### src/hw/rtl/bse_pkg.sv
// ----------------------------------------------------------------------------
// Binary similarity engine package
// Shared widths, register and coefficient codes, and request structs for the
// iterative divide and square root units.
// ----------------------------------------------------------------------------
package bse_pkg;

    // Matrix dimension: cells with a row or column index of DIM or more are dropped
    localparam int DIM = 64;

    // Stream payload widths (whole bytes) and configuration field widths
    localparam int S_TDATA_W = 16;
    localparam int M_TDATA_W = 88;
    localparam int CFG_IDX_W = 3;
    localparam int CFG_DATA_W = 7;

    // Datapath widths
    localparam int TALLY_W = 13;
    localparam int NUM_W = 40;
    localparam int MUL_W = 32;
    localparam int PROD_W = 2 * MUL_W;
    localparam int FRAC_W = 16;
    localparam int ROOT_SHIFT = 2 * FRAC_W + 2;
    localparam int COEF_W = 32;

    // Restoring divider: dividend below 2^86, divisor below 2^56
    localparam int DIV_NW = 86;
    localparam int DIV_DW = 56;
    localparam int DIV_CW = $clog2(DIV_NW + 1);

    // Digit-by-digit square root
    localparam int SQ_W = 86;
    localparam int SQ_RW = SQ_W / 2;
    localparam int SQ_CW = $clog2(SQ_RW + 1);

    // Configuration register indexes
    typedef enum logic [CFG_IDX_W-1:0] {
        CFG_METRIC    = 3'd0,
        CFG_DIAG      = 3'd1,
        CFG_EXCL_EN   = 3'd2,
        CFG_EXCL_IDX  = 3'd3,
        CFG_NORM      = 3'd4,
        CFG_ROWS      = 3'd5
    } cfg_idx_t;

    // Coefficient selector codes
    typedef enum logic [4:0] {
        MET_JACCARD     = 5'd0,
        MET_DICE        = 5'd1,
        MET_JACCARD3W   = 5'd2,
        MET_FAITH       = 5'd3,
        MET_GOWER_LEG   = 5'd4,
        MET_RUSSELL_RAO = 5'd5,
        MET_PEARSON_HER = 5'd6,
        MET_HAMMING     = 5'd7,
        MET_DENNIS      = 5'd8,
        MET_TARWID      = 5'd9,
        MET_YULEQ       = 5'd10,
        MET_YULEW       = 5'd11,
        MET_YULEQ_DIST  = 5'd12,
        MET_MICHAEL     = 5'd13,
        MET_PEIRCE      = 5'd14,
        MET_GOODMAN_KR  = 5'd15,
        MET_ANDERBERG   = 5'd16,
        MET_HAMANN      = 5'd17,
        MET_MEAN_MANH   = 5'd18,
        MET_SIZED_DIFF  = 5'd19,
        MET_SHAPE_DIFF  = 5'd20,
        MET_DISPERSION  = 5'd21,
        MET_FSCORE      = 5'd22
    } metric_t;

    // Product slots filled by the shared multiplier, in schedule order
    typedef enum logic [3:0] {
        P_AD  = 4'd0,
        P_BC  = 4'd1,
        P_AB  = 4'd2,
        P_CD  = 4'd3,
        P_P1  = 4'd4,
        P_P2  = 4'd5,
        P_SAD = 4'd6,
        P_SBC = 4'd7,
        P_TT  = 4'd8,
        P_DBC = 4'd9,
        P_NA  = 4'd10,
        P_NBC = 4'd11,
        P_NP1 = 4'd12,
        P_RR  = 4'd13,
        P_MSQ = 4'd14
    } prod_t;

    localparam int PROD_N = 15;

    // Requests to the iterative units
    typedef struct packed {
        logic              start;
        logic [DIV_NW-1:0] dividend;
        logic [DIV_DW-1:0] divisor;
    } div_req_t;

    typedef struct packed {
        logic            start;
        logic [SQ_W-1:0] radicand;
    } sq_req_t;

endpackage

### src/hw/rtl/bse_div.sv
// ----------------------------------------------------------------------------
// Restoring divider
// One quotient bit per cycle; quotient holds from done until the next start.
// ----------------------------------------------------------------------------
module bse_div (
    input  logic                        aclk,
    input  logic                        aresetn,
    input  bse_pkg::div_req_t           req,
    output logic                        done,
    output logic [bse_pkg::DIV_NW-1:0]  quotient
);
    import bse_pkg::*;

    logic [DIV_DW-1:0] den_reg;
    logic [DIV_DW-1:0] rem_reg;
    logic [DIV_NW-1:0] quo_reg;
    logic [DIV_CW-1:0] cnt_reg;
    logic              busy_reg;
    logic              done_reg;
    logic [DIV_DW:0]   trial;
    logic [DIV_DW:0]   diff;
    logic              fits;

    // Trial subtract of the divisor from the shifted remainder
    assign trial = {rem_reg, quo_reg[DIV_NW-1]};
    assign fits  = trial >= {1'b0, den_reg};
    assign diff  = trial - {1'b0, den_reg};

    // Count iterations
    always_ff @(posedge aclk) begin
        if (!aresetn) begin
            busy_reg <= 1'b0;
            done_reg <= 1'b0;
            cnt_reg  <= '0;
        end else begin
            done_reg <= 1'b0;
            if (req.start) begin
                busy_reg <= 1'b1;
                cnt_reg  <= DIV_CW'(DIV_NW);
            end else if (busy_reg) begin
                cnt_reg <= cnt_reg - 1'b1;
                if (cnt_reg == DIV_CW'(1)) begin
                    busy_reg <= 1'b0;
                    done_reg <= 1'b1;
                end
            end
        end
    end

    // Shift dividend out and quotient bits in
    always_ff @(posedge aclk) begin
        if (req.start) begin
            den_reg <= req.divisor;
            rem_reg <= '0;
            quo_reg <= req.dividend;
        end else if (busy_reg) begin
            rem_reg <= fits ? diff[DIV_DW-1:0] : trial[DIV_DW-1:0];
            quo_reg <= {quo_reg[DIV_NW-2:0], fits};
        end
    end

    assign done     = done_reg;
    assign quotient = quo_reg;

endmodule

### config.mk
export PLATFORM = sky130hd
export DESIGN_NAME = bse_div
export DESIGN_NICKNAME = d
export VERILOG_FILES = /design/src/hw/rtl/bse_pkg.sv /design/src/hw/rtl/bse_div.sv
export SDC_FILE = /design/constraint.sdc
export NUM_CORES = 1
export LEC_CHECK = 0
export BUFFER_PORTS_ARGS = -buffer_cell sky130_fd_sc_hd__buf_2
export CAP_MARGIN = 5
export CORE_MARGIN = 3
export CORE_UTILIZATION = 60
export DETAILED_ROUTE_END_ITERATION = 10
export PLACE_DENSITY = 0.86
export SYNTH_ARGS = -nofsm -noshare
export SYNTH_HDL_FRONTEND = slang
export SYNTH_SLANG_ARGS = --single-unit
### constraint.sdc
create_clock -name aclk -period 4.7 [get_ports aclk]
set_input_delay 0.94 -clock aclk [delete_from_list [all_inputs] [get_ports aclk]]
set_output_delay 0.94 -clock aclk [all_outputs]
set_load 0.005 [all_outputs]
# [Yosys cells after proc, flatten, opt, wreduce, memory -nomap -nowiden]
# Cells that the tools add are included.
[classes] bitwise_logic=2 multipliers=0 div=0 order_cmp=1 add_sub_neg=2 mux=9 eq_ne=1 n_shift=0 reduce_logical=3
[ops] cell="$mux 86" count=2
[ops] cell="$ge 57x56->1" count=1
[ops] cell="$mux 56" count=1
[ops] cell="$sub 56x56->56" count=1
[ops] cell="$mux 7" count=2
[ops] cell="$eq 7x1->1 const B" count=1
[ops] cell="$sub 7x1->7 const B" count=1
[ops] cell="$mux 1" count=4
[ops] cell="$reduce_or 3->1" count=1
[ops] cell="$not 1->1" count=2
[ops] cell="$reduce_bool 2->1" count=1
[ops] cell="$reduce_or 2->1" count=1
[totals] latch_bits=0 ram_bits=0 memories=0 register_bits=207 output_inout_bits=87 mem_bits_ro=0

# [Longest topological paths before layout]
[logic_depth] depth_word=4 depth_mapped=15 depth_no_buf=13

# [Worst setup path after synthesis]
# OpenSTA, ideal clock, no wires.
[synth_path] kind="in2reg" startpoint="input port req[142] (netlist bit)" endpoint="register quo_reg[0], in the netlist quotient[0] (enable)" path_stages=4 n_path_buf=3 required_time_ns=4.293 t_arrival_ns=2.881 slack_ns=1.412 setup_ns=0.407 path_cell_list="clkbuf_1 > clkbuf_1 > clkbuf_1 > or2_2"
[synth_via] elab_chain_len=1
[synth_rtl] element="start, declared" line="bse_div.sv:8" text="input bse_pkg::div_req_t req,"
[synth_rtl] element="$reduce_bool 2->1 (no line)"
[synth_rtl] element="end signal, assigned" line="bse_div.sv:55" text="quo_reg <= req.dividend;"
[synth_rtl] element="end signal, assigned" line="bse_div.sv:58" text="quo_reg <= {quo_reg[DIV_NW-2:0], fits};"
[synth_rtl] element="end, declared" line="bse_div.sv:16" text="logic [DIV_NW-1:0] quo_reg;"
# No other way between the ends.
# A chain may end at the register's enable or synchronous reset.

# [Worst setup path after layout]
[layout_path] startpoint="register den_reg[1]" endpoint="register rem_reg[35]"
[layout_via] elab_chain_len=2 word_cells_on_any_way=3 classes_between="add/sub: 1; order compare: 1; mux: 1"
[layout_rtl] element="start, declared" line="bse_div.sv:14" text="logic [DIV_DW-1:0] den_reg;"
[layout_rtl] element="start signal, assigned" line="bse_div.sv:53" text="den_reg <= req.divisor;"
[layout_rtl] element="$sub 56x56->56 / $ge 57x56->1 (equally long branches)" line="bse_div.sv:27, bse_div.sv:26"
[layout_rtl] element="$mux 56 *" line="bse_div.sv:57" text="rem_reg <= fits ? diff[DIV_DW-1:0] : trial[DIV_DW-1:0];"
[layout_rtl] element="end signal, assigned" line="bse_div.sv:57"
[layout_rtl] element="end, declared" line="bse_div.sv:15" text="logic [DIV_DW-1:0] rem_reg;"
# Every way passes the cells marked *; elsewhere a longest branch is shown, timed or not.

==> run metrics <==
status complete, no violations; max reg flops 86; min Tclk post-route 4153 ps; layout cells sized above 1 28.03%; startpoint types register; WP data arrival 4570 ps; Post-synth top flop edfxtp_1; Tot GR Track Use 27.42%; H-tree Lvls 1; placed inst area 0.01294 mm²; pin count of the biggest net entering global routing 138; initial antenna violation count 4; drt first pass iters 6; DPL Wire Length 20870 µm; # hold bufs at CTS 0; Max Cap Viol 0; Worst R2R Path Depth 13; die height 145.0 µm; syn_area_per_cell 10.49 µm²; vias in the first global route 9336; final hold vios 0; Slew headroom 23.92%; CP Data Required Time 5120 ps; Cell variety after synth 65; CTS Sinks 207; CP Max Fanout 16; Least-Margin Pin Slew 1141 ps; Starting Density 61.58%; Worst Path Class, Setup reg -> reg; grt ovf 0; Synthesized Nets 1309; clk buf depth 3; setup bufs post-CTS 0; post-route antenna net violation count 0; Leak 5.738 nW; synth warn 0; post-CTS resize count 0; crit share post-route 88.37%; Comb power frac 22.8%; Peak VDD IR about 350 µV; Power Dens Cells around 390 mW/mm²; Finished Cell Area between 0.01 and 0.015 mm²; Netlist Area Pre-Place 0.01160 mm²; Placer Congestion around 0.95; # rows 50; final setup vio count 0; net switching power 1.532 mW; RSZ-0062 raised after global routing no; #FFs+latches synth approximately 210; clock share of power 35.1%; register share of total power 42.1%; Setup TNS 0 ps; Max Clk Rate 0.2408 GHz; cell accounting for the most synthesized area edfxtp_1; first-pass GRT wire length 47790 µm; CTS tree yes; hold path depth 2; Starting DRT DRC Count 655; final net count 1514; die width approximately 150 µm; FFs w/ async S/R, synth 0%; P_int 3.813 mW; skew final between 15 and 20 ps; Area Overhead vs Synth 18.60%; DRC viols 0; DR vias 9357; I/O Buffers approximately 230; Ports 232; CTS Buf Count 24; largest cells by area after synthesis edfxtp_1, dfxtp_1, mux2_2; area of the core about 0.019 mm²; Worst Hold Class reg -> reg; Routed WL per cell 18.53 µm; Clock Pin Slew Worst Setup and Hold Paths 60 ps; post-synthesis sequential area ratio 47.99%; Mapped Cells 1105; Crit. End Element register; detailed-route wire length 29480 µm; number of flops mapped to enable cells by yosys 142; Synth top area share 36.77%; switching share of power 28.67%; DIE AREA 0.02103 mm²; Vias/cell 5.881; Final Max Slew Viols 0; CTS root buf clkbuf_16; clock latency on the worst-skew pair ~530 ps
## synthesized netlist by cell type, types with 6 or more instances
cell type,count
nor2b_1,9
nand3_1,16
edfxtp_1,142
mux2_2,86
ha_1,58
o21ai_0,37
mux2i_1,36
a211oi_1,42
a31oi_1,8
o21bai_1,11
inv_1,74
or3_1,10
nand2_1,77
nand4_1,26
nor3_1,15
o21a_1,8
a21oi_1,72
xnor2_1,37
o31ai_1,6
buf_2,7
nor2_1,95
a311oi_1,14
xor2_1,17
a21o_1,19
dfxtp_1,65
and3_1,9
clkbuf_1,49
## per-layer routing
metal / vias to the layer above / track usage [%] / wire length (µm)
met2: 385 / 47.54 / 14700
met3: 67 / 6.558 / 2280
met5: - / 0 / 0
li1: 4483 / - / -
met1: 4422 / 33.97 / 11690
met4: 0 / 8.836 / 812
## worst max-delay path, cell delays in order, from the launching register on
cell and delay (ps):
edfxtp_1 370, inv_1 60, ha_1 300, nor2b_1 150
o2111ai_1 350, a2111oi_2 150, o31ai_1 320, a21oi_1 170
a21oi_1 410, o211a_2 350, or2_0 770, buf_4 320
nand2_1 70, a311oi_1 250
## cells by family after synthesis
family / synth area share (%)
flops: 47.99
simple gates: 11.48
mux: 11.46
buf+inv: 4.586
compound gates: 13.97
fa+ha+maj: 6.431
xor+xnor: 4.079
## power groups by stage
stage / registers, mW / clock network (mW) / logic (mW)
4_1_cts: 2.25 / 1.90 / 1.21
3_5_place_dp: 2.28 / 0 / 1.19
3_3_place_gp: 2.27 / 0 / 1.16
5_1_grt: 2.27 / 1.98 / 1.35
2_1_floorplan: 2.26 / 0 / 0.839
6_report: 2.25 / 1.88 / 1.22
## metrics by stage
step	util [%]	hold WS (ps)	setup WS, ps	power [mW]	cells
6_report	73.04	501.6	546.7	5.345	1591
3_5_place_dp	68.70	494.5	623.0	3.471	1544
2_1_floorplan	-	468.2	1412	3.100	1105
4_1_cts	72.98	502.2	582.5	5.362	1587
5_1_grt	73.04	509.5	188.3	5.598	1591
3_3_place_gp	68.70	486.0	793.5	3.434	1544
## cell type report
type	instances	area, µm²
Timing Repair Buffer	240	1255
Antenna cell	4	10.01
Multi-Input combinational cell	763	5509
Tap cell	260	325.3
Fill cell	1302	5077
Inverter	74	277.8
Sequential cell	207	5569
Clock buffer	36	695.7
Clock inverter	7	111.4
## worst paths after layout
kind,from,to,slack [ps]
setup / recovery,den_reg[1],rem_reg[35],550
setup reg to reg,den_reg[1],rem_reg[35],550
hold / removal,rem_reg[0],rem_reg[0],500
hold reg to reg,rem_reg[0],rem_reg[0],500
## cell usage in the layout, fill, tap and decap left out, types with 6 or more instances in the layout
cell type,Yosys,routed
nand2_1,77,77
o31ai_1,6,6
mux2i_1,36,36
a21oi_1,72,72
ha_1,58,58
nor2b_1,9,9
buf_4,4,7
xor2_1,17,17
nand4_1,26,26
o21ai_0,37,37
nor2_1,95,94
o21bai_1,11,11
clkbuf_1,49,7
mux2_2,86,86
xnor2_1,37,37
edfxtp_1,142,142
a21o_1,19,19
buf_2,7,230
nand3_1,16,16
and3_1,9,9
clkbuf_16,0,24
a211oi_1,42,42
inv_1,74,74
or3_1,10,10
nor3_1,15,15
a31oi_1,8,8
o21a_1,8,8
dfxtp_1,65,64
a311oi_1,14,14
Note: power is estimated with default switching activity, not from simulation.
