## src/hw/rtl/bse_pkg.sv

```systemverilog
// ----------------------------------------------------------------------------
// Binary similarity engine package
// Shared widths, register and coefficient codes, and request structs for the
// iterative divide and square root units.
// ----------------------------------------------------------------------------
package bse_pkg;

    // Matrix dimension: cells with a row or column index of DIM or more are dropped
    localparam int DIM = 64;

    // Stream payload widths (whole bytes) and configuration field widths
    localparam int S_TDATA_W = 16;
    localparam int M_TDATA_W = 88;
    localparam int CFG_IDX_W = 3;
    localparam int CFG_DATA_W = 7;

    // Datapath widths
    localparam int TALLY_W = 13;
    localparam int NUM_W = 40;
    localparam int MUL_W = 32;
    localparam int PROD_W = 2 * MUL_W;
    localparam int FRAC_W = 16;
    localparam int ROOT_SHIFT = 2 * FRAC_W + 2;
    localparam int COEF_W = 32;

    // Restoring divider: dividend below 2^86, divisor below 2^56
    localparam int DIV_NW = 86;
    localparam int DIV_DW = 56;
    localparam int DIV_CW = $clog2(DIV_NW + 1);

    // Digit-by-digit square root
    localparam int SQ_W = 86;
    localparam int SQ_RW = SQ_W / 2;
    localparam int SQ_CW = $clog2(SQ_RW + 1);

    // Configuration register indexes
    typedef enum logic [CFG_IDX_W-1:0] {
        CFG_METRIC    = 3'd0,
        CFG_DIAG      = 3'd1,
        CFG_EXCL_EN   = 3'd2,
        CFG_EXCL_IDX  = 3'd3,
        CFG_NORM      = 3'd4,
        CFG_ROWS      = 3'd5
    } cfg_idx_t;

    // Coefficient selector codes
    typedef enum logic [4:0] {
        MET_JACCARD     = 5'd0,
        MET_DICE        = 5'd1,
        MET_JACCARD3W   = 5'd2,
        MET_FAITH       = 5'd3,
        MET_GOWER_LEG   = 5'd4,
        MET_RUSSELL_RAO = 5'd5,
        MET_PEARSON_HER = 5'd6,
        MET_HAMMING     = 5'd7,
        MET_DENNIS      = 5'd8,
        MET_TARWID      = 5'd9,
        MET_YULEQ       = 5'd10,
        MET_YULEW       = 5'd11,
        MET_YULEQ_DIST  = 5'd12,
        MET_MICHAEL     = 5'd13,
        MET_PEIRCE      = 5'd14,
        MET_GOODMAN_KR  = 5'd15,
        MET_ANDERBERG   = 5'd16,
        MET_HAMANN      = 5'd17,
        MET_MEAN_MANH   = 5'd18,
        MET_SIZED_DIFF  = 5'd19,
        MET_SHAPE_DIFF  = 5'd20,
        MET_DISPERSION  = 5'd21,
        MET_FSCORE      = 5'd22
    } metric_t;

    // Product slots filled by the shared multiplier, in schedule order
    typedef enum logic [3:0] {
        P_AD  = 4'd0,
        P_BC  = 4'd1,
        P_AB  = 4'd2,
        P_CD  = 4'd3,
        P_P1  = 4'd4,
        P_P2  = 4'd5,
        P_SAD = 4'd6,
        P_SBC = 4'd7,
        P_TT  = 4'd8,
        P_DBC = 4'd9,
        P_NA  = 4'd10,
        P_NBC = 4'd11,
        P_NP1 = 4'd12,
        P_RR  = 4'd13,
        P_MSQ = 4'd14
    } prod_t;

    localparam int PROD_N = 15;

    // Requests to the iterative units
    typedef struct packed {
        logic              start;
        logic [DIV_NW-1:0] dividend;
        logic [DIV_DW-1:0] divisor;
    } div_req_t;

    typedef struct packed {
        logic            start;
        logic [SQ_W-1:0] radicand;
    } sq_req_t;

endpackage

```

## src/hw/rtl/bse_isqrt.sv

```systemverilog
// ----------------------------------------------------------------------------
// Integer square root
// Digit-by-digit floor root, one result bit per cycle.
// ----------------------------------------------------------------------------
module bse_isqrt (
    input  logic                       aclk,
    input  logic                       aresetn,
    input  bse_pkg::sq_req_t           req,
    output logic                       done,
    output logic [bse_pkg::SQ_RW-1:0]  root
);
    import bse_pkg::*;

    logic [SQ_W-1:0]  x_reg;
    logic [SQ_RW-1:0] root_reg;
    logic [SQ_RW:0]   rem_reg;
    logic [SQ_CW-1:0] cnt_reg;
    logic             busy_reg;
    logic             done_reg;
    logic [SQ_RW+2:0] shifted;
    logic [SQ_RW+2:0] trial;
    logic [SQ_RW+2:0] diff;
    logic             fits;

    // Bring down two radicand bits and try 4r+1
    assign shifted = {rem_reg, x_reg[SQ_W-1 -: 2]};
    assign trial   = {1'b0, root_reg, 2'b01};
    assign fits    = shifted >= trial;
    assign diff    = shifted - trial;

    // Count iterations
    always_ff @(posedge aclk) begin
        if (!aresetn) begin
            busy_reg <= 1'b0;
            done_reg <= 1'b0;
            cnt_reg  <= '0;
        end else begin
            done_reg <= 1'b0;
            if (req.start) begin
                busy_reg <= 1'b1;
                cnt_reg  <= SQ_CW'(SQ_RW);
            end else if (busy_reg) begin
                cnt_reg <= cnt_reg - 1'b1;
                if (cnt_reg == SQ_CW'(1)) begin
                    busy_reg <= 1'b0;
                    done_reg <= 1'b1;
                end
            end
        end
    end

    // Advance remainder and partial root
    always_ff @(posedge aclk) begin
        if (req.start) begin
            x_reg    <= req.radicand;
            root_reg <= '0;
            rem_reg  <= '0;
        end else if (busy_reg) begin
            x_reg    <= x_reg << 2;
            rem_reg  <= fits ? diff[SQ_RW:0] : shifted[SQ_RW:0];
            root_reg <= {root_reg[SQ_RW-2:0], fits};
        end
    end

    assign done = done_reg;
    assign root = root_reg;

endmodule

```

## config.mk

```make
export PLATFORM = sky130hd
export DESIGN_NAME = bse_isqrt
export DESIGN_NICKNAME = d
export VERILOG_FILES = /design/src/hw/rtl/bse_pkg.sv /design/src/hw/rtl/bse_isqrt.sv
export SDC_FILE = /design/constraint.sdc
export NUM_CORES = 1
export LEC_CHECK = 0
export BUFFER_PORTS_ARGS = -buffer_cell sky130_fd_sc_hd__buf_4
export CAP_MARGIN = 10
export CORE_MARGIN = 1
export CORE_UTILIZATION = 34
export CTS_CLUSTER_SIZE = 16
export DETAILED_ROUTE_END_ITERATION = 6
export GPL_TIMING_DRIVEN = 0
export PLACE_DENSITY_LB_ADDON = 0.12
export SLEW_MARGIN = 30
export SYNTH_ARGS = -nofsm -noshare
export SYNTH_HDL_FRONTEND = slang
export SYNTH_SLANG_ARGS = --single-unit
export TNS_END_PERCENT = 50
```

## constraint.sdc

```tcl
create_clock -name aclk -period 4.3 [get_ports aclk]
set_input_delay 0.645 -clock aclk [delete_from_list [all_inputs] [get_ports aclk]]
set_output_delay 0.645 -clock aclk [all_outputs]
set_load 0.005 [all_outputs]
```

Yosys cells after proc, flatten, opt, wreduce, memory -nomap -nowiden
Index checks and enable logic that the tools add are counted.

storage, ports and cells
  flip-flop bits (word level) = 181
  input port bits = 89

cells by class
  bitwise operators = 2
  multiplexer cells = 9
  add/sub/neg operators = 2
  eq/ne operators = 1
  reductions and logical operators = 3
  $lt $le $gt $ge = 1

operators by type and width
  kind                 number
  $mux 86              2
  $ge 46x45->1         1
  $mux 44              1
  $sub 44x44->44       1
  $mux 6               2
  $eq 6x1->1 const B   1
  $sub 6x1->6 const B  1
  $mux 1               4
  $reduce_or 3->1      1
  $not 1->1            2
  $reduce_bool 2->1    1
  $reduce_or 2->1      1

Longest topological paths before layout
  word-level depth = 4
  depth in mapped cells = 14
  gate-level depth less buffers = 11

Worst setup path before layout
OpenSTA, ideal clock, no wires.

  kind = input to register
  start = in req[86] (netlist name)
  end = reg x_reg[0] (enable)
  data required time = 3861 ps
  library setup time = 439 ps
  arrival time = 2951 ps
  cell stages on the path = 4
  slack = 910 ps
  cell sequence = clkbuf_1 > clkbuf_1 > nor2_1 > inv_1

on the way
  longest elaborated chain between the ends = 1

RTL lines
  what                                RTL line         source
  start: declaration                  bse_isqrt.sv:8   input bse_pkg::sq_req_t req,
  $reduce_bool 2->1 (no source line)  -
  end signal: assignment              bse_isqrt.sv:55  x_reg <= req.radicand;
  end signal: assignment              bse_isqrt.sv:59  x_reg <= x_reg << 2;
  end: declaration                    bse_isqrt.sv:14  logic [SQ_W-1:0] x_reg;

Every way passes these cells.
A chain may end at the register's enable or synchronous reset.

Worst setup path in the final report
  start = reg root_reg[23] (netlist: root[23])
  end = reg rem_reg[11]

on the way
  longest elaborated chain between the ends = 2

RTL lines
  what                      RTL line         source
  start: declaration        bse_isqrt.sv:15  logic [SQ_RW-1:0] root_reg;
  start signal: assignment  bse_isqrt.sv:61  root_reg <= {root_reg[SQ_RW-2:0], fits};
  $ge 46x45->1              bse_isqrt.sv:28  assign fits = shifted >= trial;
  $mux 44                   bse_isqrt.sv:60  rem_reg <= fits ? diff[SQ_RW:0] : shifted[SQ_RW:0];
  end signal: assignment    bse_isqrt.sv:60
  end: declaration          bse_isqrt.sv:16  logic [SQ_RW:0] rem_reg;

Every way passes these cells.

==> impl_metrics.json <==
{
  "status": "completed",
  "yosys-top-cells-count": "108 x nor2_1, 104 x nand2_1, 95 x dfxtp_1",
  "power.density_mw_per_mm2": 608,
  "cts_setup_buffers": 0,
  "routed_wl_um": 26200,
  "fin_crit_sh": 0.851,
  "fmax_ghz": 0.273,
  "initial_core_util": 0.349,
  "seq_area_frac_synth": 0.444,
  "io_buffer_count": 131,
  "maxCapViolations": 0,
  "worst-setup-path-type": "reg -> reg",
  "grt_pass1_vias": 8024,
  "cts_tree": "done",
  "relSlewSlack": 0.362,
  "end_kind": "flip-flop",
  "gp_congestion": 0.839,
  "cp_num_buf_inv": 3,
  "grt_max_degree": 66,
  "worstPathCellList": "inv_1 -> ha_1 -> a21oi_1 -> o21ai_0 -> a21oi_1 -> nor3b_1 -> a311oi_1 -> a2111o_1 -> a21o_1 -> buf_6 -> clkbuf_1 -> nand2_1 -> a311oi_1",
  "cp_top_family": "compound AO/OA/AOI/OAI gates",
  "antenna_found_initial": 0,
  "fillers": 2917,
  "drt_first_pass_iters": 7,
  "post_drt_via_cell_ratio": 5.08,
  "htree_levels": 4,
  "area_growth_pct": 20.9,
  "fp-row-count": 62,
  "cp.arrival_ns": 4.01,
  "overflow": 0,
  "drc": 0,
  "syn-cell-area_mm2": 0.0101,
  "avgSynthCellArea_um2": 9.80,
  "slew_violations": 0,
  "synthCells": 1031,
  "drtIter0Drc": 389,
  "grt_pass1_wl_um": 42400,
  "dieArea_mm2": 0.0304,
  "die_h_um": 174,
  "rsz0062_at_grt": "no",
  "cp.depth": 13,
  "worst_ir_drop_vdd_mv": 0.356,
  "final_nets": 1318,
  "grtUsageTotal": 0.175,
  "synth-edff-count": 86,
  "syn-num-nets": 1167,
  "core-area_mm2": 0.0289,
  "holdBufCountCts": 0,
  "drive_above_1_share": 0.232,
  "crit_path_top_delay_cell": "a311oi_1",
  "cp.required_ns": 4.65,
  "fin_setup_tns_ns": 0,
  "clock-root-buffer": "clkbuf_16",
  "clock_latency_ns": 0.44,
  "whs_ns": 0.447,
  "dp_hpwl_um": 19200,
  "cts_buffers": 17,
  "synth_cell_types": 64,
  "detailroute.via_count": 8024,
  "async_flop_share": 0,
  "finalCriticalPeriod_ns": 3.66,
  "synth_flop_cell": "dfxtp_1",
  "cts_resized": 0,
  "r2r_cells": 13,
  "finalSetupViolations": 0,
  "ys_ff_latch": 181,
  "path_clk_slew_ns": 0.08,
  "yosysWarningCount": 0,
  "hold_violations": 0,
  "worstPathMaxFanout": 10,
  "worst_slew_pin_slew_ns": 0.949,
  "largest_register_ffs": 86,
  "wire_per_inst_um": 16.6,
  "finClkSkew_ns": 0.0139,
  "diodes": 0,
  "p_leak_nw": 4.93,
  "yosysTopAreaCellShare": 0.256,
  "cpPeakStageDelay_ns": 0.68,
  "synth_top_area_cell": "edfxtp_1",
  "hold_class": "in -> reg",
  "clockBufferDepth": 2,
  "die_w_um": 174,
  "hold_depth": 2,
  "io_pins": 133,
  "cp-start-kind": "flip-flop",
  "ys_top_cells_by_area": "edfxtp_1 26%, dfxtp_1 19%, mux2_2 9.4%",
  "cts.sinks": 181,
  "yosysMostFrequentCell": "nor2_1",
  "postRouteAntennaNets": 0
}
==> cell usage in the layout, fill, tap and decap left out, drive strengths merged, types with 3 or more instances in the layout <==
master | netlist | layout
o21bai | 7 | 7
a21oi | 54 | 54
a32oi | 4 | 4
nand3 | 17 | 17
and3 | 11 | 11
xor2 | 13 | 13
nand2 | 104 | 104
edfxtp | 86 | 86
o21a | 6 | 6
nor4 | 4 | 4
mux2i | 45 | 45
o31a | 3 | 3
nor3 | 13 | 13
nand4 | 13 | 13
or3 | 6 | 6
o211ai | 3 | 3
nand2b | 4 | 4
o21ai | 36 | 36
and2 | 7 | 7
nor2 | 108 | 108
a41oi | 5 | 5
mux2 | 84 | 84
nor2b | 3 | 3
buf | 20 | 152
a211oi | 12 | 12
xnor2 | 23 | 23
clkinv | 0 | 7
a311oi | 33 | 33
inv | 60 | 67
a31oi | 4 | 4
a21boi | 5 | 5
ha | 47 | 47
a21o | 27 | 27
dfxtp | 95 | 95
clkbuf | 39 | 56
==> per-layer routing <==
layer,track usage,share of wire,vias to the layer above
li1,-,-,4042
met1,0.230,0.47,3776
met2,0.280,0.45,181
met3,0.0507,0.063,25
met4,0.0486,0.013,0
met5,0,0,-
==> final cells by class <==
type | instances | area [um2] | share of cell area
plain buffers | 59 | 250 | 0.0205
clock inverters | 15 | 190 | 0.0156
flip-flops and latches | 181 | 4480 | 0.367
inverters | 60 | 230 | 0.0188
clock buffers | 17 | 425 | 0.0348
repair buffers | 132 | 1010 | 0.0828
multi-input cells | 731 | 5140 | 0.421
well taps | 384 | 480 | 0.0393
==> power breakdown <==
part	internal [W]	leakage [nW]	total [W]	switching [W]
Sequential	0.00203	1.64	0.00216	0.000134
Combinational	0.00140	2.99	0.00362	0.00222
Clock	0.000797	0.294	0.00164	0.000844
==> through the flow <==
stage	cell area, um2	worst slack, ns	std cells	power, W	util
after global placement	11600	-0.787	1546	0.00581	0.400
after detailed placement	11600	0.687	1547	0.00580	0.401
after CTS	12200	0.641	1579	0.00747	0.422
after global routing	12200	0.251	1579	0.00796	0.422
final	12200	0.640	1579	0.00743	0.422
after floorplan	10100	0.910	1031	0.00482	-
==> kinds of logic (layout without fill, tap and decap cells) <==
family / after synthesis / count (layout) / synth area share
adders and majority gates: 47 / 47 / 0.0582
buffers and inverters: 119 / 283 / 0.0471
and+or+nand+nor: 298 / 298 / 0.131
DFF: 181 / 181 / 0.444
xor gates and xnor gates: 36 / 36 / 0.0312
muxes: 129 / 129 / 0.138
AOI/OAI and AO/OA: 221 / 221 / 0.151
==> final timing paths <==
check	to	slack, ns	from
max	rem_reg[11]	0.64	root[23]
max reg2reg	rem_reg[11]	0.64	root[23]
min reg2reg	rem_reg[42]	0.50	rem_reg[42]
min	cnt_reg[5]	0.45	aresetn
(Power assumes the default switching activity.)
